`src/rtl/core/rmg_pkg.sv`:
```
// Package of types, constants and helper functions for the rotation matrix generator.
package rmg_pkg;

  localparam int ANGLE_BITS    = 16;
  localparam int FRAC_BITS     = 16;
  localparam int CORDIC_STAGES = 16;
  localparam int SQRT_STEPS    = 32;
  localparam int INV_BITS      = 47;
  localparam int OUT_W         = FRAC_BITS + 2;

  localparam logic [2:0] OP_ROT_X = 3'd0;
  localparam logic [2:0] OP_ROT_Y = 3'd1;
  localparam logic [2:0] OP_ROT_Z = 3'd2;
  localparam logic [2:0] OP_ROT_V = 3'd3;
  localparam logic [2:0] OP_REF_X = 3'd4;
  localparam logic [2:0] OP_REF_Y = 3'd5;
  localparam logic [2:0] OP_REF_Z = 3'd6;

  typedef logic signed [33:0] cw_t;
  typedef logic signed [OUT_W-1:0] ent_t;

  localparam cw_t CORDIC_GAIN = 34'sd652032874;
  localparam ent_t ONE_Q = ent_t'(1) <<< FRAC_BITS;

  typedef struct packed {
    logic [2:0]         opcode;
    logic               improper;
    logic [15:0]        angle;
    logic signed [15:0] axis_x;
    logic signed [15:0] axis_y;
    logic signed [15:0] axis_z;
    logic               zero;
    logic signed [31:0] nx;
    logic signed [31:0] ny;
    logic signed [31:0] nz;
  } tag_t;

  function automatic logic [31:0] atan_turn(input logic [4:0] i);
    logic [31:0] r;
    case (i)
      5'd0:  r = 32'h20000000;
      5'd1:  r = 32'h12E4051E;
      5'd2:  r = 32'h09FB385B;
      5'd3:  r = 32'h051111D4;
      5'd4:  r = 32'h028B0D43;
      5'd5:  r = 32'h0145D7E1;
      5'd6:  r = 32'h00A2F61E;
      5'd7:  r = 32'h00517C55;
      5'd8:  r = 32'h0028BE53;
      5'd9:  r = 32'h00145F2F;
      5'd10: r = 32'h000A2F98;
      5'd11: r = 32'h000517CC;
      5'd12: r = 32'h00028BE6;
      5'd13: r = 32'h000145F3;
      5'd14: r = 32'h0000A2FA;
      5'd15: r = 32'h0000517D;
      5'd16: r = 32'h000028BE;
      5'd17: r = 32'h0000145F;
      5'd18: r = 32'h00000A30;
      5'd19: r = 32'h00000518;
      5'd20: r = 32'h0000028C;
      5'd21: r = 32'h00000146;
      5'd22: r = 32'h000000A3;
      5'd23: r = 32'h00000051;
      5'd24: r = 32'h00000029;
      5'd25: r = 32'h00000014;
      5'd26: r = 32'h0000000A;
      5'd27: r = 32'h00000005;
      5'd28: r = 32'h00000003;
      5'd29: r = 32'h00000001;
      5'd30: r = 32'h00000001;
      default: r = 32'h00000000;
    endcase
    return r;
  endfunction

  // saturate a Q30 value to +-1.0
  function automatic logic signed [31:0] clamp30(input cw_t v);
    logic signed [31:0] r;
    if (v > cw_t'(1) <<< 30) r = 32'sd1 <<< 30;
    else if (v < -(cw_t'(1) <<< 30)) r = -(32'sd1 <<< 30);
    else r = v[31:0];
    return r;
  endfunction

  // Q30 to Q1.FRAC_BITS, round half up, saturate
  function automatic ent_t frac30(input logic signed [31:0] v);
    logic signed [32:0] t;
    t = (33'(v) + (33'sd1 <<< (29 - FRAC_BITS))) >>> (30 - FRAC_BITS);
    if (t > (33'sd1 <<< FRAC_BITS)) return ONE_Q;
    else if (t < -(33'sd1 <<< FRAC_BITS)) return -ONE_Q;
    else return t[OUT_W-1:0];
  endfunction

  // Q60 with rounding half already added, to Q1.FRAC_BITS, saturate
  function automatic ent_t frac60(input logic signed [63:0] v);
    logic signed [63:0] t;
    t = v >>> (60 - FRAC_BITS);
    if (t > (64'sd1 <<< FRAC_BITS)) return ONE_Q;
    else if (t < -(64'sd1 <<< FRAC_BITS)) return -ONE_Q;
    else return t[OUT_W-1:0];
  endfunction

endpackage

```
`src/rtl/core/rmg_div_cell.sv`:
```
// One quotient bit of the restoring divider chain that forms 2^62 / root.
module rmg_div_cell (
  input  logic                         clk,
  input  logic                         rst,
  input  logic                         en,
  input  logic                         in_vld,
  input  rmg_pkg::tag_t                in_tag,
  input  logic [32:0]                  in_rem,
  input  logic [31:0]                  in_r,
  input  logic [rmg_pkg::INV_BITS-1:0] in_q,
  output logic                         out_vld,
  output rmg_pkg::tag_t                out_tag,
  output logic [32:0]                  out_rem,
  output logic [31:0]                  out_r,
  output logic [rmg_pkg::INV_BITS-1:0] out_q
);
  import rmg_pkg::*;

  logic [32:0] rem2;
  logic        take;

  assign rem2 = {in_rem[31:0], 1'b0};
  assign take = rem2 >= {1'b0, in_r};

  always_ff @(posedge clk) begin
    if (rst) begin
      out_vld <= 1'b0;
    end else if (en) begin
      out_vld <= in_vld;
    end
  end

  always_ff @(posedge clk) begin
    if (en) begin
      out_tag <= in_tag;
      out_r   <= in_r;
      out_rem <= take ? rem2 - {1'b0, in_r} : rem2;
      out_q   <= {in_q[INV_BITS-2:0], take};
    end
  end

endmodule

```
`config.mk`:
```
export PLATFORM = sky130hd
export DESIGN_NAME = rmg_div_cell
export DESIGN_NICKNAME = d
export VERILOG_FILES = /design/src/rtl/core/rmg_pkg.sv /design/src/rtl/core/rmg_div_cell.sv
export SDC_FILE = /design/constraint.sdc
export NUM_CORES = 1
export LEC_CHECK = 0
export BUFFER_PORTS_ARGS = -buffer_cell sky130_fd_sc_hd__buf_2
export CAP_MARGIN = 25
export CORE_AREA = 10 10 207 209
export CTS_CLUSTER_SIZE = 8
export DETAILED_ROUTE_END_ITERATION = 8
export DIE_AREA = 0 0 217 219
export PLACE_DENSITY = 0.55
export SETUP_SLACK_MARGIN = 0.4
export SYNTH_ARGS = -nofsm -noshare
export SYNTH_HDL_FRONTEND = slang
export SYNTH_SLANG_ARGS = --single-unit
```
`constraint.sdc`:
```
create_clock -name clk -period 3.6 [get_ports clk]
set_input_delay 0.72 -clock clk [delete_from_list [all_inputs] [get_ports clk]]
set_output_delay 0.72 -clock clk [all_outputs]
set_load 0.02 [all_outputs]
```
* Word-level counts from Yosys, hierarchy flattened
Index checks and enable logic that the tools add are counted.
Cells by class: $add $sub $neg 1, multipliers 0, div/mod/pow operators 0, $lt $le $gt $ge 1, equality and inequality tests 0, shift-type cells 0, multiplexer cells 1, bitwise gates (word level) 0, reduce and logical (&&, ||, !) cells 0
Operators with widths (count):
- $ge 33x32->1 | 1
- $mux 33 | 1
- $sub 33x32->33 | 1
Word-level totals: register bits after elaboration 278, latch bits 0, RAM bits 0, memory bits (read-only) 0, input port bits 281, output and inout bits 278, logic and storage cells 18, memories 0

* Depth between registers and ports, before layout
depth in word-level cells 2, depth in mapped cells 13, gate-level depth less buffers 11

* Worst setup path before layout
No wires, ideal clock.
path type input port to flip-flop, from input port in_r[14], to register out_rem[32] (data pin), library setup time 0.260 ns, data arrival time 2.699 ns, data required time 3.340 ns, setup slack 0.641 ns, stages on the path 11, path buffers 1, path through inv_1 -> ha_1 -> buf_2 -> nand3_1 -> nor2_1 -> nand4_1 -> or3_1 -> o221ai_2 -> o31ai_2 -> o21ai_1 -> mux2_2
Between the ends: word-level cells in the longest chain between the ends 2, elaborated cells on any way between the ends 3
RTL lines:
- start: declaration | line rmg_div_cell.sv:9 | input logic [31:0] in_r,
- $sub 33x32->33 or $ge 33x32->1 (tied branches) | line rmg_div_cell.sv:37, rmg_div_cell.sv:23
- $mux 33 * | line rmg_div_cell.sv:37 | out_rem <= take ? rem2 - {1'b0, in_r} : rem2;
- end signal: assignment | line rmg_div_cell.sv:37
- end: declaration | line rmg_div_cell.sv:13 | output logic [32:0] out_rem,
Every way passes the cells marked *; elsewhere a longest branch is shown, timed or not. A chain may end at the register's enable or synchronous reset.

* Final worst setup path
from input port in_r[13], to register out_rem[23] (data pin)
The elaborated chain is that of the path after synthesis.

==> metrics.txt <==
status=completed; global placement routability congestion=0.8708; total track usage=0.1758; RSZ-0062 raised after global routing=no; cts repair resizes=0; Initial Utilization=0.2820; Longest Clk Path Bufs=3; Root Buffer=clkbuf_16; Final Hold Fails=0; nets@finish=1581; DRT iter0 DRCs=648; Syn Inst Count=660; vias in the first global route=approximately 8200; syn avg cell area=approximately 16 µm²; chip width=217 µm; DR pass1 iterations=6; end-of-flow core utilization=0.4031; GRT Residual Overflow=0; LEAKAGE=between 0.006 and 0.007 µW; post-DP HPWL=36560 µm; Synthesis Warnings=0; Async SR Flop Fraction=0; Seq cells post-synth=roughly 280; GRT met1 Usage=0.1688; final wirelength=44510 µm; EDFF count, synth=277; fraction of layout cells with a size suffix above 1=0.5199; P&R area growth vs syn=42.92%; hold buffer count at cts=0; max cap viols=0; crit path DAT=3140 ps; postcts setup bufs=0; IO Port Bufs=around 560; Ports=approximately 560; first-pass GRT wire length=60230 µm; grt peak-use layer=met2; Final period util=0.7940; Clock Sinks=278; VDD IR max=about 0.3 mV; CP peak stage delay=390 ps; drt wl/cell=24.74 µm; fmax=349.8 MHz; final setup fails=0; post-layout min period=2859 ps; via count=roughly 8200; Worst-path clk slew=60 ps; antenna violations before repair=21; r2r worst-path depth=2; Synth Net Count=974; hold crit path type=input port to flop; Power Dens Cells=570.0 nW/µm²; ys flop type=edfxtp_1; H-tree depth=2; DRC viols=0; Yosys cell types=62; total CTS buffers=41; M3 GR Usage=0.08459; crit path max-delay cell type=ha_1; largest net degree at the start of global routing=86; die area=47520 µm²; vias per inst=4.549; met2 usage=0.3237; Worst Hold Path Cells=2; CP endpoint kind=flop; Chip Height=219 µm; Core Box Area=38560 µm²; Fin Setup TNS=0 ps; worst-margin pin slew=691.7 ps; DRT antenna net count=0; Mapped Area=10870 µm²; startpoint type of the worst setup path=input port; worst-path cell chain=buf_2 > inv_1 > ha_1 > nand3_1 > nor2_1 > a211oi_1 > buf_4 > o311a_1 > a21oi_1 > nor2_4 > inv_8 > o211a_1 > nor3_1; Slew headroom=0.5388; clock latency on the worst-skew pair=520 ps; Crit Path Max Fanout=42; FP Rows=about 70; clock tree from TritonCTS=built; Required @ worst endpoint=about 3900 ps; Max Slew Vio Count=0; Setup Skew=0 ps; post-synthesis sequential area ratio=0.7668; tightest hold margin=350.3 ps; WS Path Type=input port to flop
==> cell usage in the layout (no fill, tap or decap), types with 2 or more instances in the layout <==
cell         n
o311a_1      3
nand4_1      7
a211oi_1     6
nand3_1     14
o31ai_1      3
or4_1        2
o211a_1      2
buf_2      555
or2_2        3
nand2b_1     5
inv_1       44
a21oi_2     18
and3_1       3
a41oi_1      3
clkbuf_16   42
o21ai_0     19
nor3_1       6
o21bai_1     5
nand2_1     31
o21a_1       8
o31ai_2      2
a21oi_1     30
xnor2_1     13
and4_1       2
nor2_1      40
buf_4       23
a31oi_1      2
buf_12       3
and2_1       3
clkbuf_1    10
o21ai_1      4
a21o_1      12
xor2_1      12
nor4_1       2
edfxtp_1   277
ha_1        32
nor2b_1      4
diode_2      2
==> metrics by stage <==
step | instances | total power (µW) | setup WS (ps) | instance area [µm²]
floorplan | 660 | 4811 | 641.3 | 10870
finish | 1799 | 8859 | 741.4 | 15540
global route | 1797 | 9233 | 547.4 | 15540
detailed placement | 1742 | 5530 | 181.2 | 14420
global placement | 1742 | 5520 | 216.7 | 14420
CTS | 1797 | 9006 | 755.8 | 15540
==> kinds of logic (layout without fill, tap and decap cells) <==
group	Yosys count	in the layout	synth area share
flip-flops	278	278	0.7668
AO/OA/AOI/OAI	131	131	0.08676
AND/OR/NAND/NOR	128	128	0.05753
buffers and inverters	63	682	0.02819
adder cells (fa/ha/maj)	33	33	0.03866
XOR/XNOR	25	25	0.02014
multiplexers	2	2	0.001956
other	0	2	0
==> worst max-delay path: cells and delay by family <==
family / cells / cell delay (ps)
AOI/OAI and AO/OA: 4 / 890
adders and majority gates: 1 / 390
buffers and inverters: 4 / 560
and+or+nand+nor: 4 / 570
==> registers in the layout (all words and copies together) (netlist names) <==
register  count
out_q        47
out_r        32
out_rem      33
out_tag     165
out_vld       1
==> synth_stat cells, drive strengths merged, types with 3 or more instances <==
library cell / instances / area [µm²]
edfxtp: 277 / 8318
a21oi: 48 / 307.8
inv: 45 / 176.4
nor2: 41 / 161.4
ha: 32 / 400.4
nand2: 31 / 116.4
o21ai: 23 / 115.1
nand3: 15 / 80.08
xnor2: 13 / 113.9
a21o: 12 / 90.09
buf: 12 / 107.6
xor2: 12 / 105.1
o21a: 8 / 60.06
nand4: 7 / 43.79
a211oi: 6 / 45.04
clkbuf: 6 / 22.52
nor3: 6 / 30.03
nand2b: 5 / 31.28
o21bai: 5 / 37.54
o31ai: 5 / 47.54
and2: 4 / 27.53
nor2b: 4 / 25.02
a31oi: 3 / 25.02
a41oi: 3 / 26.28
and3: 3 / 18.77
nor4: 3 / 25.02
o311a: 3 / 30.03
or2: 3 / 18.77
==> path summary, 6_finish.rpt <==
path / startpoint / end / slack (ps)
setup / recovery: in_r[13] / out_rem[23]$_DFFE_PP_ / 740
hold / removal: rst / out_vld$_SDFFE_PP0P_ / 350
setup reg to reg: out_vld$_SDFFE_PP0P_ / out_vld$_SDFFE_PP0P_ / 3000
hold reg to reg: out_vld$_SDFFE_PP0P_ / out_vld$_SDFFE_PP0P_ / 510
==> power breakdown <==
part	internal, µW	total (µW)	switching, µW
Sequential	3900	3970	67.5
Clock	2090	3410	1320
Combinational	511	1480	968
Total	6500	8860	2360
==> per-layer routing <==
layer,vias up,wire length (µm)
met5,-,227
met4,34,1332
met1,3951,14790
met3,104,4441
li1,3707,-
met2,387,23710
==> final cells by class <==
| cell class | instances | area (µm²) |
|---|---|---|
| multi-input cells | 319 | 2230 |
| clock inverters | 3 | 30.03 |
| inverters | 45 | 176.4 |
| diodes | 2 | 5.005 |
| fillers | 3790 | 23020 |
| repair buffers | 582 | 3025 |
| well taps | 518 | 648.1 |
| clock buffers | 52 | 1089 |
| flip-flops and latches | 278 | 8338 |
(Power assumes the default switching activity.)
