### config.mk
export PLATFORM = sky130hd
export DESIGN_NAME = rmg_sqrt_cell
export DESIGN_NICKNAME = d
export VERILOG_FILES = /design/src/rtl/core/rmg_pkg.sv /design/src/rtl/core/rmg_sqrt_cell.sv
export SDC_FILE = /design/constraint.sdc
export NUM_CORES = 1
export LEC_CHECK = 0
export BUFFER_PORTS_ARGS = -buffer_cell sky130_fd_sc_hd__buf_2
export CAP_MARGIN = 20
export CORE_UTILIZATION = 30
export DETAILED_ROUTE_END_ITERATION = 7
export PLACE_DENSITY_LB_ADDON = 0.25
export SYNTH_ARGS = -nofsm -noshare
export SYNTH_HDL_FRONTEND = slang
export SYNTH_SLANG_ARGS = --single-unit
### constraint.sdc
create_clock -name clk -period 6.85 [get_ports clk]
set_input_delay 0.3425 -clock clk [delete_from_list [all_inputs] [get_ports clk]]
set_output_delay 0.3425 -clock clk [all_outputs]
set_load 0.01 [all_outputs]
### src/rtl/core/rmg_pkg.sv
// Package of types, constants and helper functions for the rotation matrix generator.
package rmg_pkg;

  localparam int ANGLE_BITS    = 16;
  localparam int FRAC_BITS     = 16;
  localparam int CORDIC_STAGES = 16;
  localparam int SQRT_STEPS    = 32;
  localparam int INV_BITS      = 47;
  localparam int OUT_W         = FRAC_BITS + 2;

  localparam logic [2:0] OP_ROT_X = 3'd0;
  localparam logic [2:0] OP_ROT_Y = 3'd1;
  localparam logic [2:0] OP_ROT_Z = 3'd2;
  localparam logic [2:0] OP_ROT_V = 3'd3;
  localparam logic [2:0] OP_REF_X = 3'd4;
  localparam logic [2:0] OP_REF_Y = 3'd5;
  localparam logic [2:0] OP_REF_Z = 3'd6;

  typedef logic signed [33:0] cw_t;
  typedef logic signed [OUT_W-1:0] ent_t;

  localparam cw_t CORDIC_GAIN = 34'sd652032874;
  localparam ent_t ONE_Q = ent_t'(1) <<< FRAC_BITS;

  typedef struct packed {
    logic [2:0]         opcode;
    logic               improper;
    logic [15:0]        angle;
    logic signed [15:0] axis_x;
    logic signed [15:0] axis_y;
    logic signed [15:0] axis_z;
    logic               zero;
    logic signed [31:0] nx;
    logic signed [31:0] ny;
    logic signed [31:0] nz;
  } tag_t;

  function automatic logic [31:0] atan_turn(input logic [4:0] i);
    logic [31:0] r;
    case (i)
      5'd0:  r = 32'h20000000;
      5'd1:  r = 32'h12E4051E;
      5'd2:  r = 32'h09FB385B;
      5'd3:  r = 32'h051111D4;
      5'd4:  r = 32'h028B0D43;
      5'd5:  r = 32'h0145D7E1;
      5'd6:  r = 32'h00A2F61E;
      5'd7:  r = 32'h00517C55;
      5'd8:  r = 32'h0028BE53;
      5'd9:  r = 32'h00145F2F;
      5'd10: r = 32'h000A2F98;
      5'd11: r = 32'h000517CC;
      5'd12: r = 32'h00028BE6;
      5'd13: r = 32'h000145F3;
      5'd14: r = 32'h0000A2FA;
      5'd15: r = 32'h0000517D;
      5'd16: r = 32'h000028BE;
      5'd17: r = 32'h0000145F;
      5'd18: r = 32'h00000A30;
      5'd19: r = 32'h00000518;
      5'd20: r = 32'h0000028C;
      5'd21: r = 32'h00000146;
      5'd22: r = 32'h000000A3;
      5'd23: r = 32'h00000051;
      5'd24: r = 32'h00000029;
      5'd25: r = 32'h00000014;
      5'd26: r = 32'h0000000A;
      5'd27: r = 32'h00000005;
      5'd28: r = 32'h00000003;
      5'd29: r = 32'h00000001;
      5'd30: r = 32'h00000001;
      default: r = 32'h00000000;
    endcase
    return r;
  endfunction

  // saturate a Q30 value to +-1.0
  function automatic logic signed [31:0] clamp30(input cw_t v);
    logic signed [31:0] r;
    if (v > cw_t'(1) <<< 30) r = 32'sd1 <<< 30;
    else if (v < -(cw_t'(1) <<< 30)) r = -(32'sd1 <<< 30);
    else r = v[31:0];
    return r;
  endfunction

  // Q30 to Q1.FRAC_BITS, round half up, saturate
  function automatic ent_t frac30(input logic signed [31:0] v);
    logic signed [32:0] t;
    t = (33'(v) + (33'sd1 <<< (29 - FRAC_BITS))) >>> (30 - FRAC_BITS);
    if (t > (33'sd1 <<< FRAC_BITS)) return ONE_Q;
    else if (t < -(33'sd1 <<< FRAC_BITS)) return -ONE_Q;
    else return t[OUT_W-1:0];
  endfunction

  // Q60 with rounding half already added, to Q1.FRAC_BITS, saturate
  function automatic ent_t frac60(input logic signed [63:0] v);
    logic signed [63:0] t;
    t = v >>> (60 - FRAC_BITS);
    if (t > (64'sd1 <<< FRAC_BITS)) return ONE_Q;
    else if (t < -(64'sd1 <<< FRAC_BITS)) return -ONE_Q;
    else return t[OUT_W-1:0];
  endfunction

endpackage

### src/rtl/core/rmg_sqrt_cell.sv
// One step of the bit-serial square root chain: two radicand bits per cell.
module rmg_sqrt_cell (
  input  logic          clk,
  input  logic          rst,
  input  logic          en,
  input  logic [4:0]    step,
  input  logic          in_vld,
  input  rmg_pkg::tag_t in_tag,
  input  logic [63:0]   in_rem,
  input  logic [63:0]   in_root,
  output logic          out_vld,
  output rmg_pkg::tag_t out_tag,
  output logic [63:0]   out_rem,
  output logic [63:0]   out_root
);
  import rmg_pkg::*;

  logic [63:0] bitv;
  logic [64:0] trial;
  logic        take;

  assign bitv  = 64'd1 << (6'd62 - {step, 1'b0});
  assign trial = {1'b0, in_root} + {1'b0, bitv};
  assign take  = {1'b0, in_rem} >= trial;

  always_ff @(posedge clk) begin
    if (rst) begin
      out_vld <= 1'b0;
    end else if (en) begin
      out_vld <= in_vld;
    end
  end

  always_ff @(posedge clk) begin
    if (en) begin
      out_tag <= in_tag;
      if (take) begin
        out_rem  <= in_rem - trial[63:0];
        out_root <= (in_root >> 1) + bitv;
      end else begin
        out_rem  <= in_rem;
        out_root <= in_root >> 1;
      end
    end
  end

endmodule

## Yosys cells after proc, flatten, opt, wreduce, memory -nomap -nowiden

Index checks and enable logic that the tools add are counted.

| storage, ports and cells | value |
|---|---|
| flip-flop bits (word level) | 294 |
| output and inout bits | 294 |
| logic and storage cells | 22 |

| cells by class | value |
|---|---|
| add/subtract/negate cells | 4 |
| magnitude comparators | 1 |
| shift-type cells | 1 |
| mux-type cells | 2 |

Operators with widths:

| operator | number |
|---|---|
| adder 64 x 64 -> 65 bit | 1 |
| greater-or-equal comparator 64 x 65 -> 1 bit | 1 |
| adder 63 x 64 -> 64 bit | 1 |
| two-way mux 64 bit | 1 |
| << shifter 1 x 6 -> 64 bit (first input constant) | 1 |
| subtractor 64 bit | 1 |
| two-way mux 63 bit | 1 |
| subtractor 6 bit (first input constant) | 1 |

## Longest topological paths before layout

Gate-level depths: netlist of the first run.

| logic depth | value |
|---|---|
| depth after elaboration | 5 |
| mapped depth | 30 |

## Worst setup path before layout of the first run

No wires, ideal clock.

| path | value |
|---|---|
| path type | in2reg |
| start | in step[0] |
| end | reg out_rem[41] (data pin) |
| setup time | 0.260 ns |
| arrival time | 5.427 ns |
| required time | 6.590 ns |
| path slack | 1.163 ns |
| stages on the path | 24 |
| path buffers | 2 |
| cell sequence | or3b_2 -> nor2_1 -> ha_1 -> a31oi_1 -> o21bai_1 -> a21oi_1 -> o21ai_0 -> o21a_1 -> a21o_1 -> a31oi_1 -> xor2_1 -> ha_1 -> a211o_1 -> o211ai_1 -> nand3b_1 -> a41oi_1 -> a2bb2oi_1 -> o41ai_2 -> a211oi_2 -> a21oi_1 -> o31ai_2 -> buf_6 -> buf_4 -> mux2_2 |

| between the ends | value |
|---|---|
| word-level cells in the longest chain between the ends | 5 |

RTL lines:

| item | line | RTL |
|---|---|---|
| start, declared | rmg_sqrt_cell.sv:6 | `input logic [4:0] step,` |
| subtractor 6 bit * | rmg_sqrt_cell.sv:22 | `assign bitv = 64'd1 << (6'd62 - {step, 1'b0});` |
| << shifter 1 x 6 -> 64 bit * | rmg_sqrt_cell.sv:22 |  |
| adder 64 x 64 -> 65 bit * | rmg_sqrt_cell.sv:23 | `assign trial = {1'b0, in_root} + {1'b0, bitv};` |
| subtractor 64 bit / greater-or-equal comparator 64 x 65 -> 1 bit (equally long branches) | rmg_sqrt_cell.sv:38, rmg_sqrt_cell.sv:24 |  |
| two-way mux 64 bit * | rmg_sqrt_cell.sv:37 | `if (take) begin` |
| end signal, assigned | rmg_sqrt_cell.sv:38 | `out_rem <= in_rem - trial[63:0];` |
| end signal, assigned | rmg_sqrt_cell.sv:41 | `out_rem <= in_rem;` |
| end, declared | rmg_sqrt_cell.sv:13 | `output logic [63:0] out_rem,` |

Mark *: on every way between the ends. The rest lies on a longest branch, timed or not.
A chain may end at the register's enable or synchronous reset.

## Final worst setup path of the first run

| path | value |
|---|---|
| start | in step[4] |
| end | reg out_root[0] (data pin) |

| between the ends | value |
|---|---|
| word-level cells in the longest chain between the ends | 5 |

RTL lines:

| item | line | RTL |
|---|---|---|
| subtractor 6 bit * | rmg_sqrt_cell.sv:22 |  |
| << shifter 1 x 6 -> 64 bit * | rmg_sqrt_cell.sv:22 |  |
| adder 64 x 64 -> 65 bit | rmg_sqrt_cell.sv:23 |  |
| greater-or-equal comparator 64 x 65 -> 1 bit | rmg_sqrt_cell.sv:24 | `assign take = {1'b0, in_rem} >= trial;` |
| two-way mux 63 bit * | rmg_sqrt_cell.sv:37 |  |
| end signal, assigned | rmg_sqrt_cell.sv:39 | `out_root <= (in_root >> 1) + bitv;` |
| end signal, assigned | rmg_sqrt_cell.sv:42 | `out_root <= in_root >> 1;` |
| end, declared | rmg_sqrt_cell.sv:14 | `output logic [63:0] out_root` |

Marked as above.

==> report_table.html, run 1 <==
<table>
<tr><th>Metric</th><th>Value</th></tr>
<tr><th colspan="2">Cells and area</th></tr>
<tr><td>Area growth from synthesis to layout</td><td>36.9%</td></tr>
<tr><td>Fraction of final layout cells with drive strength greater than 1</td><td>0.280</td></tr>
<tr><td>Post-layout utilization of the core</td><td>0.416</td></tr>
<tr><td>Final Net Count</td><td>2984</td></tr>
<tr><td>Commonest non-fill, non-tap cell in the layout</td><td>buf_2</td></tr>
<tr><td>Commonest cells after routing, fill and taps aside</td><td>buf_2 (594), edfxtp_1 (293), nand2_1 (217)</td></tr>
<tr><td>Filler cells</td><td>5915</td></tr>
<tr><th colspan="2">Clock network</th></tr>
<tr><td>CTS Buffer Depth</td><td>3</td></tr>
<tr><td>Post CTS Setup Buffer Count</td><td>0</td></tr>
<tr><td>Inserted Clock Buffers</td><td>37</td></tr>
<tr><td>Insertion delay to the later sink of the worst-skew pair</td><td>0.54 ns</td></tr>
<tr><td>Root buffer selected by CTS</td><td>clkbuf_16</td></tr>
<tr><td>Post-CTS Resized</td><td>0</td></tr>
<tr><td>CTS tree</td><td>yes</td></tr>
<tr><td>Clock H-tree levels</td><td>2</td></tr>
<tr><td>Clock sinks</td><td>294</td></tr>
<tr><td>Clk pin slew, worst setup/hold paths</td><td>0.06 ns</td></tr>
<tr><th colspan="2">Setup path</th></tr>
<tr><td>Required time of the critical path</td><td>7.15 ns</td></tr>
<tr><td>Maximum fanout along the worst path</td><td>67</td></tr>
<tr><td>Crit. End Element</td><td>flop</td></tr>
<tr><td>Kind of launch point of the worst setup path</td><td>primary input</td></tr>
<tr><td>Worst endpoint data arrival time</td><td>6.61 ns</td></tr>
<tr><td>Crit path kind</td><td>primary input to flop</td></tr>
<tr><th colspan="2">Yosys</th></tr>
<tr><td>Top cells by area in the synthesized netlist</td><td>edfxtp_1 (48%), ha_1 (8.8%), xor2_1 (4.9%)</td></tr>
<tr><td>Complex-gate fraction of the synthesized area</td><td>0.178</td></tr>
<tr><td>Synth unique cells</td><td>79</td></tr>
<tr><td>Biggest area consumer among synthesized cells</td><td>edfxtp_1</td></tr>
<tr><td>FF+latch count, synth</td><td>294</td></tr>
<tr><td>Number of synthesized flops with an enable pin</td><td>293</td></tr>
<tr><td>Proportion of synthesized chip area in sequential cells</td><td>0.479</td></tr>
<tr><td>Portion of netlist area occupied by mux cells</td><td>0.00469</td></tr>
<tr><td>Net count after synthesis</td><td>2212</td></tr>
<tr><td>Synth warnings</td><td>0</td></tr>
<tr><td>Async set-or-reset flop fraction in the synthesized netlist</td><td>0</td></tr>
<tr><td>Post-synth top flop</td><td>edfxtp_1</td></tr>
<tr><td>Cell count after synthesis</td><td>1779</td></tr>
<tr><td>Area share of the largest cell type after synthesis</td><td>0.478</td></tr>
<tr><td>Post-synthesis share of cell area spent on full adders, half adders and majority gates</td><td>0.0895</td></tr>
<tr><td>Post-Synth XOR/XNOR Area</td><td>0.0848</td></tr>
<tr><td>Simple-gate share of the synthesized area</td><td>0.141</td></tr>
<tr><td>Netlist area before placement</td><td>18400 um2</td></tr>
<tr><td>Mapped Avg Cell Area</td><td>10.3 um2</td></tr>
<tr><td>Combinational family with the most area after synthesis</td><td>compound AO/OA/AOI/OAI gates</td></tr>
<tr><th colspan="2">Placement</th></tr>
<tr><td>Port Buffer Count</td><td>595</td></tr>
<tr><td>Worst slack, placed</td><td>0.0822 ns</td></tr>
<tr><td>Half-perimeter wire length after detailed placement</td><td>58.6 mm</td></tr>
<tr><td>RD Place Congestion</td><td>0.934</td></tr>
<tr><th colspan="2">Timing</th></tr>
<tr><td>Worst hold slack</td><td>0.0321 ns</td></tr>
<tr><td>Max_slew headroom</td><td>0.211</td></tr>
<tr><td>Unrepaired setup endpoints after global routing</td><td>no</td></tr>
<tr><td>Final worst setup slack</td><td>0.544 ns</td></tr>
<tr><td>Fin crit share</td><td>0.921</td></tr>
<tr><td>Number of max-slew violations in the final report</td><td>0</td></tr>
<tr><td>Shortest clock period the worst path allows after layout</td><td>6.31 ns</td></tr>
<tr><td>Worst slew pin tran</td><td>1.18 ns</td></tr>
<tr><td>Post-Route Setup TNS</td><td>0 ns</td></tr>
<tr><td>Final hold violation count</td><td>0</td></tr>
<tr><td>Maximum frequency from static timing analysis</td><td>0.159 GHz</td></tr>
<tr><td>Clock Skew</td><td>0 ns</td></tr>
<tr><td>Final number of setup-violating endpoints</td><td>0</td></tr>
<tr><th colspan="2">Routing</th></tr>
<tr><td>Initial detailed-routing violation count</td><td>964</td></tr>
<tr><td>Drt first pass iters</td><td>5</td></tr>
<tr><td>DRC errors left</td><td>0</td></tr>
<tr><td>Antenna Violating Nets Remaining</td><td>0</td></tr>
<tr><td>Vias per Instance</td><td>5.07</td></tr>
<tr><td>Per-cell routed wire length</td><td>22.0 um</td></tr>
<tr><td>Via count</td><td>17100</td></tr>
<tr><td>Final WL</td><td>74.0 mm</td></tr>
<tr><th colspan="2">Floorplan</th></tr>
<tr><td>Die area</td><td>62300 um2</td></tr>
<tr><td>Count of boundary I/O pins</td><td>596</td></tr>
<tr><td>Floorplan die height</td><td>250 um</td></tr>
<tr><td>Core Footprint</td><td>60500 um2</td></tr>
<tr><td>Overall die width</td><td>250 um</td></tr>
<tr><td>Number of standard-cell rows in the floorplan</td><td>90</td></tr>
<tr><td>Initial cell density of the core</td><td>0.304</td></tr>
<tr><th colspan="2">Pwr</th></tr>
<tr><td>Total power</td><td>5.56 mW</td></tr>
<tr><td>Sequential group share of total power</td><td>0.410</td></tr>
<tr><td>Pwr/cell area</td><td>221 nW/um2</td></tr>
<tr><td>Gate power share</td><td>0.243</td></tr>
<tr><td>Total net switching power</td><td>1.70 mW</td></tr>
<tr><td>Internal power summed over all cells</td><td>3.86 mW</td></tr>
<tr><td>Worst IR drop on VDD</td><td>0.137 mV</td></tr>
<tr><td>Clock group share of total power</td><td>0.347</td></tr>
<tr><td>Switching Share</td><td>0.305</td></tr>
<tr><td>Static power due to leakage</td><td>10.7 nW</td></tr>
<tr><th colspan="2">Global routing</th></tr>
<tr><td>First-pass GRT wire length</td><td>107 mm</td></tr>
<tr><td>Maximum number of pins on one net before global-route repair</td><td>161</td></tr>
<tr><td>GRT Overall Usage</td><td>0.228</td></tr>
<tr><td>Grt ovf</td><td>0</td></tr>
<tr><td>Initial antenna violation count</td><td>22</td></tr>
<tr><td>Number of global-route vias before repair</td><td>16800</td></tr>
<tr><th colspan="2">Flow run</th></tr>
<tr><td>Max-cap check violation count</td><td>0</td></tr>
<tr><th colspan="2">Hold path</th></tr>
<tr><td>Hold crit path type</td><td>primary input to flop</td></tr>
<tr><th colspan="2">Status</th></tr>
<tr><td>Run status</td><td>completed</td></tr>
</table>
[kinds of logic (layout without fill, tap and decap cells)]
kind of cell / after synthesis / in the layout
adder cells (fa/ha/maj): 131 / 131
AND/OR/NAND/NOR: 559 / 559
AO/OA/AOI/OAI: 517 / 517
XOR/XNOR: 178 / 178
flip-flops: 294 / 294
buffers and inverters: 92 / 890
other: 0 / 5
multiplexers: 8 / 8
[cells in the mapped netlist, drive strengths merged, types with 40 or more instances]
library cell,instances
a21o,43
a21oi,104
a31oi,58
clkbuf,41
edfxtp,293
ha,130
nand2,217
nand4,40
nor2,136
o21ai,174
xnor2,76
xor2,102
[critical path: stages]
cell and delay (ns):
buf_2 0.17, or3b_2 0.55, nor2_1 0.18, ha_1 0.31, a31oi_1 0.27, o21bai_1 0.11, a21oi_1 0.22, o21ai_0 0.25
o211ai_1 0.41, nand4_1 0.18, a41o_1 0.29, a21o_1 0.20, a31oi_1 0.26, xor2_1 0.23, ha_1 0.32, a21oi_1 0.24
o22a_1 0.18, nand2b_1 0.08, a21o_1 0.18, a21o_1 0.18, o21ai_0 0.18, a21oi_1 0.11, o31ai_4 0.44, buf_12 0.29
mux2_2 0.37
[area by class of cell]
class	count	area, um2	area share
repair buffers	794	4940	0.196
clock buffers	44	952	0.0378
inverters	31	116	0.00462
diodes	5	12.5	0.000497
well taps	782	978	0.0388
flip-flops and latches	294	8820	0.350
multi-input cells	1393	9160	0.364
clock inverters	21	200	0.00795
[repair_timing]
action	CTS	global route
endpoints found under the setup margin	0	0
hold buffers	165	0
endpoints found under the hold margin	165	0
[per-stage QoR]
stage | std cells | instance area, um2
floorplan | 1779 | 18400
global placement | 3129 | 22400
detailed placement | 3129 | 22400
CTS | 3359 | 25200
global route | 3364 | 25200
finish | 3364 | 25200
[power groups by stage]
stage	clock (mW)	combinational (mW)	sequential, mW
floorplan	0	0.590	2.39
global placement	0	1.27	2.31
detailed placement	0	1.27	2.31
CTS	1.98	1.36	2.28
global route	2.03	1.47	2.29
finish	1.93	1.35	2.28
[per-layer routing]
layer,GRT usage,part of all wire
met2,0.398,0.49
met4,0.0843,0.036
met5,0,0.0014
met3,0.0367,0.052
met1,0.283,0.42
[path summary, 6_finish.rpt]
kind | endpoint | from | cells past startpoint | slack [ns]
min | out_vld | in_vld | 3 | 0.03
min reg2reg | out_vld | out_vld | 2 | 0.50
max | out_root[0] | step[4] | 25 | 0.54
max reg2reg | out_vld | out_vld | 2 | 6.27
[flip-flops by register name, summed over array words and instances (netlist names)]
signal,count
out_rem,64
out_root,64
out_tag,165
out_vld,1
No activity file was read; power rests on OpenSTA's default activity.
==> run 2, diff against run 1 <==
- ABC_AREA: default -> 1
- clock period: 6.85 -> 6.75 ns (I/O delays scaled with it)
==> run 2 against run 1 <==
Design area increased by 23%. Largest power group unchanged. Highest routed layer unchanged. Worst setup slack improved by 0.73 ns. Flip-flop and latch count unchanged. Largest cell class unchanged. Register-to-register slack got worse by 0.77 ns. Cell count increased by 59%. Critical path type unchanged. Hold slack improved by 0.055 ns. First-iteration DRC count increased by 79%.
==> report_table.html, run 2 <==
<table>
<tr><th>Metric</th><th>Value</th></tr>
<tr><th colspan="2">Setup path</th></tr>
<tr><td>Kind of launch point of the worst setup path</td><td>primary input</td></tr>
<tr><td>Worst-case register-to-register setup slack</td><td>5.50 ns (-0.77 ns)</td></tr>
<tr><td>Buffers and inverters on the worst path</td><td>5 (+3)</td></tr>
<tr><td>Worst endpoint data arrival time</td><td>5.89 ns (-0.72 ns)</td></tr>
<tr><td>Library cell appearing most often on the critical path</td><td>nand2_1</td></tr>
<tr><td>Crit. End Element</td><td>flop</td></tr>
<tr><td>Required time of the critical path</td><td>7.16 ns (about the same)</td></tr>
<tr><td>Maximum fanout along the worst path</td><td>89 (+33%)</td></tr>
<tr><td>Delay contributed by the slowest stage of the critical path</td><td>0.77 ns (+0.22 ns)</td></tr>
<tr><td>Top cell family by delay on the critical path</td><td>simple AND/OR/NAND/NOR gates</td></tr>
<tr><td>Crit path kind</td><td>primary input to flop</td></tr>
<tr><td>Slowest cell on the critical path</td><td>buf_4</td></tr>
<tr><th colspan="2">Pwr</th></tr>
<tr><td>Internal power summed over all cells</td><td>3.93 mW (+1.8%)</td></tr>
<tr><td>Total power</td><td>5.88 mW (+5.7%)</td></tr>
<tr><td>Sequential group share of total power</td><td>0.391 (-0.019)</td></tr>
<tr><td>Worst IR drop on VDD</td><td>0.134 mV (-1.7%)</td></tr>
<tr><td>Pwr/cell area</td><td>189 nW/um2 (-14%)</td></tr>
<tr><td>Total net switching power</td><td>1.94 mW (+15%)</td></tr>
<tr><td>Gate power share</td><td>0.282 (+0.039)</td></tr>
<tr><td>Switching Share</td><td>0.331 (+0.0255)</td></tr>
<tr><td>Static power due to leakage</td><td>15.5 nW (+45%)</td></tr>
<tr><td>Clock group share of total power</td><td>0.327 (-0.020)</td></tr>
<tr><th colspan="2">Yosys</th></tr>
<tr><td>Combinational family with the most area after synthesis</td><td>simple AND/OR/NAND/NOR gates</td></tr>
<tr><td>Most common cell in the netlist</td><td>nand2_1</td></tr>
<tr><td>Number of synthesized flops with an enable pin</td><td>293 (unchanged)</td></tr>
<tr><td>Top cells by area in the synthesized netlist</td><td>edfxtp_1 (36%), nand2_1 (21%), inv_1 (7.8%)</td></tr>
<tr><td>Biggest area consumer among synthesized cells</td><td>edfxtp_1</td></tr>
<tr><td>Synth warnings</td><td>0 (unchanged)</td></tr>
<tr><td>Cell count after synthesis</td><td>3524 (+98%)</td></tr>
<tr><td>Commonest cells in the synthesized netlist</td><td>nand2_1 (1320), inv_1 (501), nand3_1 (314), nor2_1 (307), edfxtp_1 (293)</td></tr>
<tr><td>Post-synth top flop</td><td>edfxtp_1</td></tr>
<tr><td>Portion of netlist area occupied by mux cells</td><td>0.000414 (-0.00428)</td></tr>
<tr><td>Netlist area before placement</td><td>24200 um2 (+31%)</td></tr>
<tr><td>Synth unique cells</td><td>46 (-42%)</td></tr>
<tr><td>Post-Synth XOR/XNOR Area</td><td>0.0421 (-0.0427)</td></tr>
<tr><td>Mapped Avg Cell Area</td><td>6.85 um2 (-34%)</td></tr>
<tr><td>Proportion of synthesized chip area in sequential cells</td><td>0.365 (-0.114)</td></tr>
<tr><td>Simple-gate share of the synthesized area</td><td>0.354 (+0.213)</td></tr>
<tr><td>Net count after synthesis</td><td>3957 (+79%)</td></tr>
<tr><td>Async set-or-reset flop fraction in the synthesized netlist</td><td>0 (unchanged)</td></tr>
<tr><td>Complex-gate fraction of the synthesized area</td><td>0.0757 (-0.102)</td></tr>
<tr><td>Area share of the largest cell type after synthesis</td><td>0.364 (-0.114)</td></tr>
<tr><td>Post-synthesis share of cell area spent on full adders, half adders and majority gates</td><td>0.0682 (-0.0214)</td></tr>
<tr><td>FF+latch count, synth</td><td>294 (unchanged)</td></tr>
<tr><th colspan="2">Status</th></tr>
<tr><td>Run status</td><td>completed</td></tr>
<tr><th colspan="2">Timing</th></tr>
<tr><td>Final number of setup-violating endpoints</td><td>0 (unchanged)</td></tr>
<tr><td>Final worst setup slack</td><td>1.28 ns (+0.732 ns)</td></tr>
<tr><td>Final hold violation count</td><td>0 (unchanged)</td></tr>
<tr><td>Fin crit share</td><td>0.811</td></tr>
<tr><td>Maximum frequency from static timing analysis</td><td>0.183 GHz</td></tr>
<tr><td>Number of max-slew violations in the final report</td><td>0 (unchanged)</td></tr>
<tr><td>Unrepaired setup endpoints after global routing</td><td>no</td></tr>
<tr><td>Clock Skew</td><td>0 ns (unchanged)</td></tr>
<tr><td>Shortest clock period the worst path allows after layout</td><td>5.47 ns</td></tr>
<tr><td>Worst slew pin tran</td><td>1.09 ns (-0.0972 ns)</td></tr>
<tr><td>Post-Route Setup TNS</td><td>0 ns (unchanged)</td></tr>
<tr><td>Max_slew headroom</td><td>0.276 (+0.0648)</td></tr>
<tr><th colspan="2">Cells and area</th></tr>
<tr><td>Largest registers</td><td>out_tag x165, out_rem x64, out_root x64</td></tr>
<tr><td>Fraction of final layout cells with drive strength greater than 1</td><td>0.159 (-0.121)</td></tr>
<tr><td>Commonest cells after routing, fill and taps aside</td><td>nand2_1 (1320), buf_2 (594), inv_1 (501)</td></tr>
<tr><td>Final Net Count</td><td>4718 (+58%)</td></tr>
<tr><td>Commonest non-fill, non-tap cell in the layout</td><td>nand2_1</td></tr>
<tr><td>Area growth from synthesis to layout</td><td>28.5%</td></tr>
<tr><td>Largest reg by FF count</td><td>out_tag</td></tr>
<tr><td>Max reg flops</td><td>165 (unchanged)</td></tr>
<tr><th colspan="2">Flow run</th></tr>
<tr><td>Max-cap check violation count</td><td>0 (unchanged)</td></tr>
<tr><th colspan="2">Placement</th></tr>
<tr><td>Half-perimeter wire length after detailed placement</td><td>87.5 mm (+49%)</td></tr>
<tr><td>Port Buffer Count</td><td>595 (unchanged)</td></tr>
<tr><td>RD Place Congestion</td><td>1.00 (+7.1%)</td></tr>
<tr><td>Worst slack, placed</td><td>0.813 ns (+0.730 ns)</td></tr>
<tr><th colspan="2">Routing</th></tr>
<tr><td>Per-cell routed wire length</td><td>19.6 um (-11%)</td></tr>
<tr><td>Drt first pass iters</td><td>6 (+1)</td></tr>
<tr><td>Final WL</td><td>105 mm (+42%)</td></tr>
<tr><td>Initial detailed-routing violation count</td><td>1723 (+79%)</td></tr>
<tr><td>DRC errors left</td><td>0 (unchanged)</td></tr>
<tr><td>Antenna Violating Nets Remaining</td><td>0 (unchanged)</td></tr>
<tr><td>Via count</td><td>26200 (+54%)</td></tr>
<tr><td>Vias per Instance</td><td>4.88 (-3.7%)</td></tr>
<tr><th colspan="2">Hold path</th></tr>
<tr><td>Hold crit path type</td><td>primary input to flop</td></tr>
<tr><th colspan="2">Global routing</th></tr>
<tr><td>First-pass GRT wire length</td><td>154 mm (+44%)</td></tr>
<tr><td>Number of global-route vias before repair</td><td>25600 (+52%)</td></tr>
<tr><td>GRT Overall Usage</td><td>0.251 (+0.0223)</td></tr>
<tr><td>Initial antenna violation count</td><td>5 (-77%)</td></tr>
<tr><td>Grt ovf</td><td>0 (unchanged)</td></tr>
<tr><td>Maximum number of pins on one net before global-route repair</td><td>142 (-12%)</td></tr>
<tr><th colspan="2">Clock network</th></tr>
<tr><td>Post-CTS Resized</td><td>0 (unchanged)</td></tr>
<tr><td>CTS Buffer Depth</td><td>3 (unchanged)</td></tr>
<tr><td>Clock sinks</td><td>294 (unchanged)</td></tr>
<tr><td>Clock H-tree levels</td><td>2 (unchanged)</td></tr>
<tr><td>Clk pin slew, worst setup/hold paths</td><td>0.06 ns (about the same)</td></tr>
<tr><td>Insertion delay to the later sink of the worst-skew pair</td><td>0.55 ns (about the same)</td></tr>
<tr><td>CTS tree</td><td>yes</td></tr>
<tr><td>Root buffer selected by CTS</td><td>clkbuf_16</td></tr>
<tr><td>Inserted Clock Buffers</td><td>36 (-2.7%)</td></tr>
<tr><th colspan="2">Floorplan</th></tr>
<tr><td>Core Footprint</td><td>79400 um2 (+31%)</td></tr>
<tr><td>Die area</td><td>81700 um2 (+31%)</td></tr>
<tr><td>Floorplan die height</td><td>286 um (+14%)</td></tr>
<tr><td>Initial cell density of the core</td><td>0.304 (about the same)</td></tr>
<tr><td>Overall die width</td><td>286 um (+14%)</td></tr>
<tr><td>Number of standard-cell rows in the floorplan</td><td>103 (+14%)</td></tr>
<tr><td>Count of boundary I/O pins</td><td>596 (unchanged)</td></tr>
</table>
-- run 2: cell count changes in the layout (fill, tap and decap cells not counted), sizes merged, moves of 20 or more --
cell / change
nand3: +286
nor2b: -20
buf: -23
inv: +476
a21o: -40
nand2: +1107
xnor2: -31
xor2: -31
a21oi: +56
o21ai: -26
nor2: +175
a31oi: -55
-- run 2: final timing paths --
path | start | end | depth (start not counted)
max | step[4] | out_root[48] | 25
min | in_rem[0] | out_rem[0] | 3
max reg2reg | out_vld | out_vld | 3
min reg2reg | out_vld | out_vld | 3
-- run 2: final cells by class --
class	instances	area, um2
antenna	3	7.51
sequential	294	8820
timing repair buffer	773	4780
inverter	509	1910
clock buffer	44	931
clock inverter	20	214
fill	8540	48400
tap	1050	1310
multi-input combinational	2671	13100
-- run 2: power groups by stage --
stage,logic (mW),registers [mW],clock network (mW)
5_1_grt,1.83,2.31,2.06
3_5_place_dp,1.58,2.33,0
3_3_place_gp,1.57,2.33,0
6_report,1.66,2.30,1.92
2_1_floorplan,0.788,2.44,0
4_1_cts,1.66,2.30,2.00
-- run 2: layer usage --
layer / part of all wire / track usage / vias up
li1: - / - / 13000
met1: 0.41 / 0.305 / 12200
met2: 0.49 / 0.445 / 854
met3: 0.048 / 0.0241 / 202
met4: 0.049 / 0.113 / 2
met5: 0.00012 / 0 / -
-- run 2: logic make-up after synthesis --
group / Yosys count
compound gates: 344
flops: 294
buf+inv: 559
simple gates: 2079
fa+ha+maj: 131
xor+xnor: 116
mux: 1
-- run 2: what timing repair did --
action / 4_1_cts / 5_1_grt
hold buffers: 167 / 0
endpoints found under the hold margin: 166 / 0
setup endpoints to repair: 0 / 0
buffers inserted: 0 / 0
-- run 2: worst reg2reg max path, cell delays in order (launching register included) --
cell and delay (ns):
dfxtp_1 0.32, mux2i_1 0.17, nor2_1 0.08, dlygate4sd3_1 0.57
-- run 2: stage by stage --
step | instance area, um2 | util | hold slack, ns | std cells
2_1_floorplan | 24200 | - | 0.410 | 3524
3_3_place_gp | 28200 | 0.355 | 0.481 | 5130
3_5_place_dp | 28200 | 0.355 | 0.495 | 5130
4_1_cts | 31000 | 0.391 | 0.0548 | 5361
5_1_grt | 31000 | 0.391 | 0.0981 | 5364
6_report | 31000 | 0.391 | 0.0871 | 5364
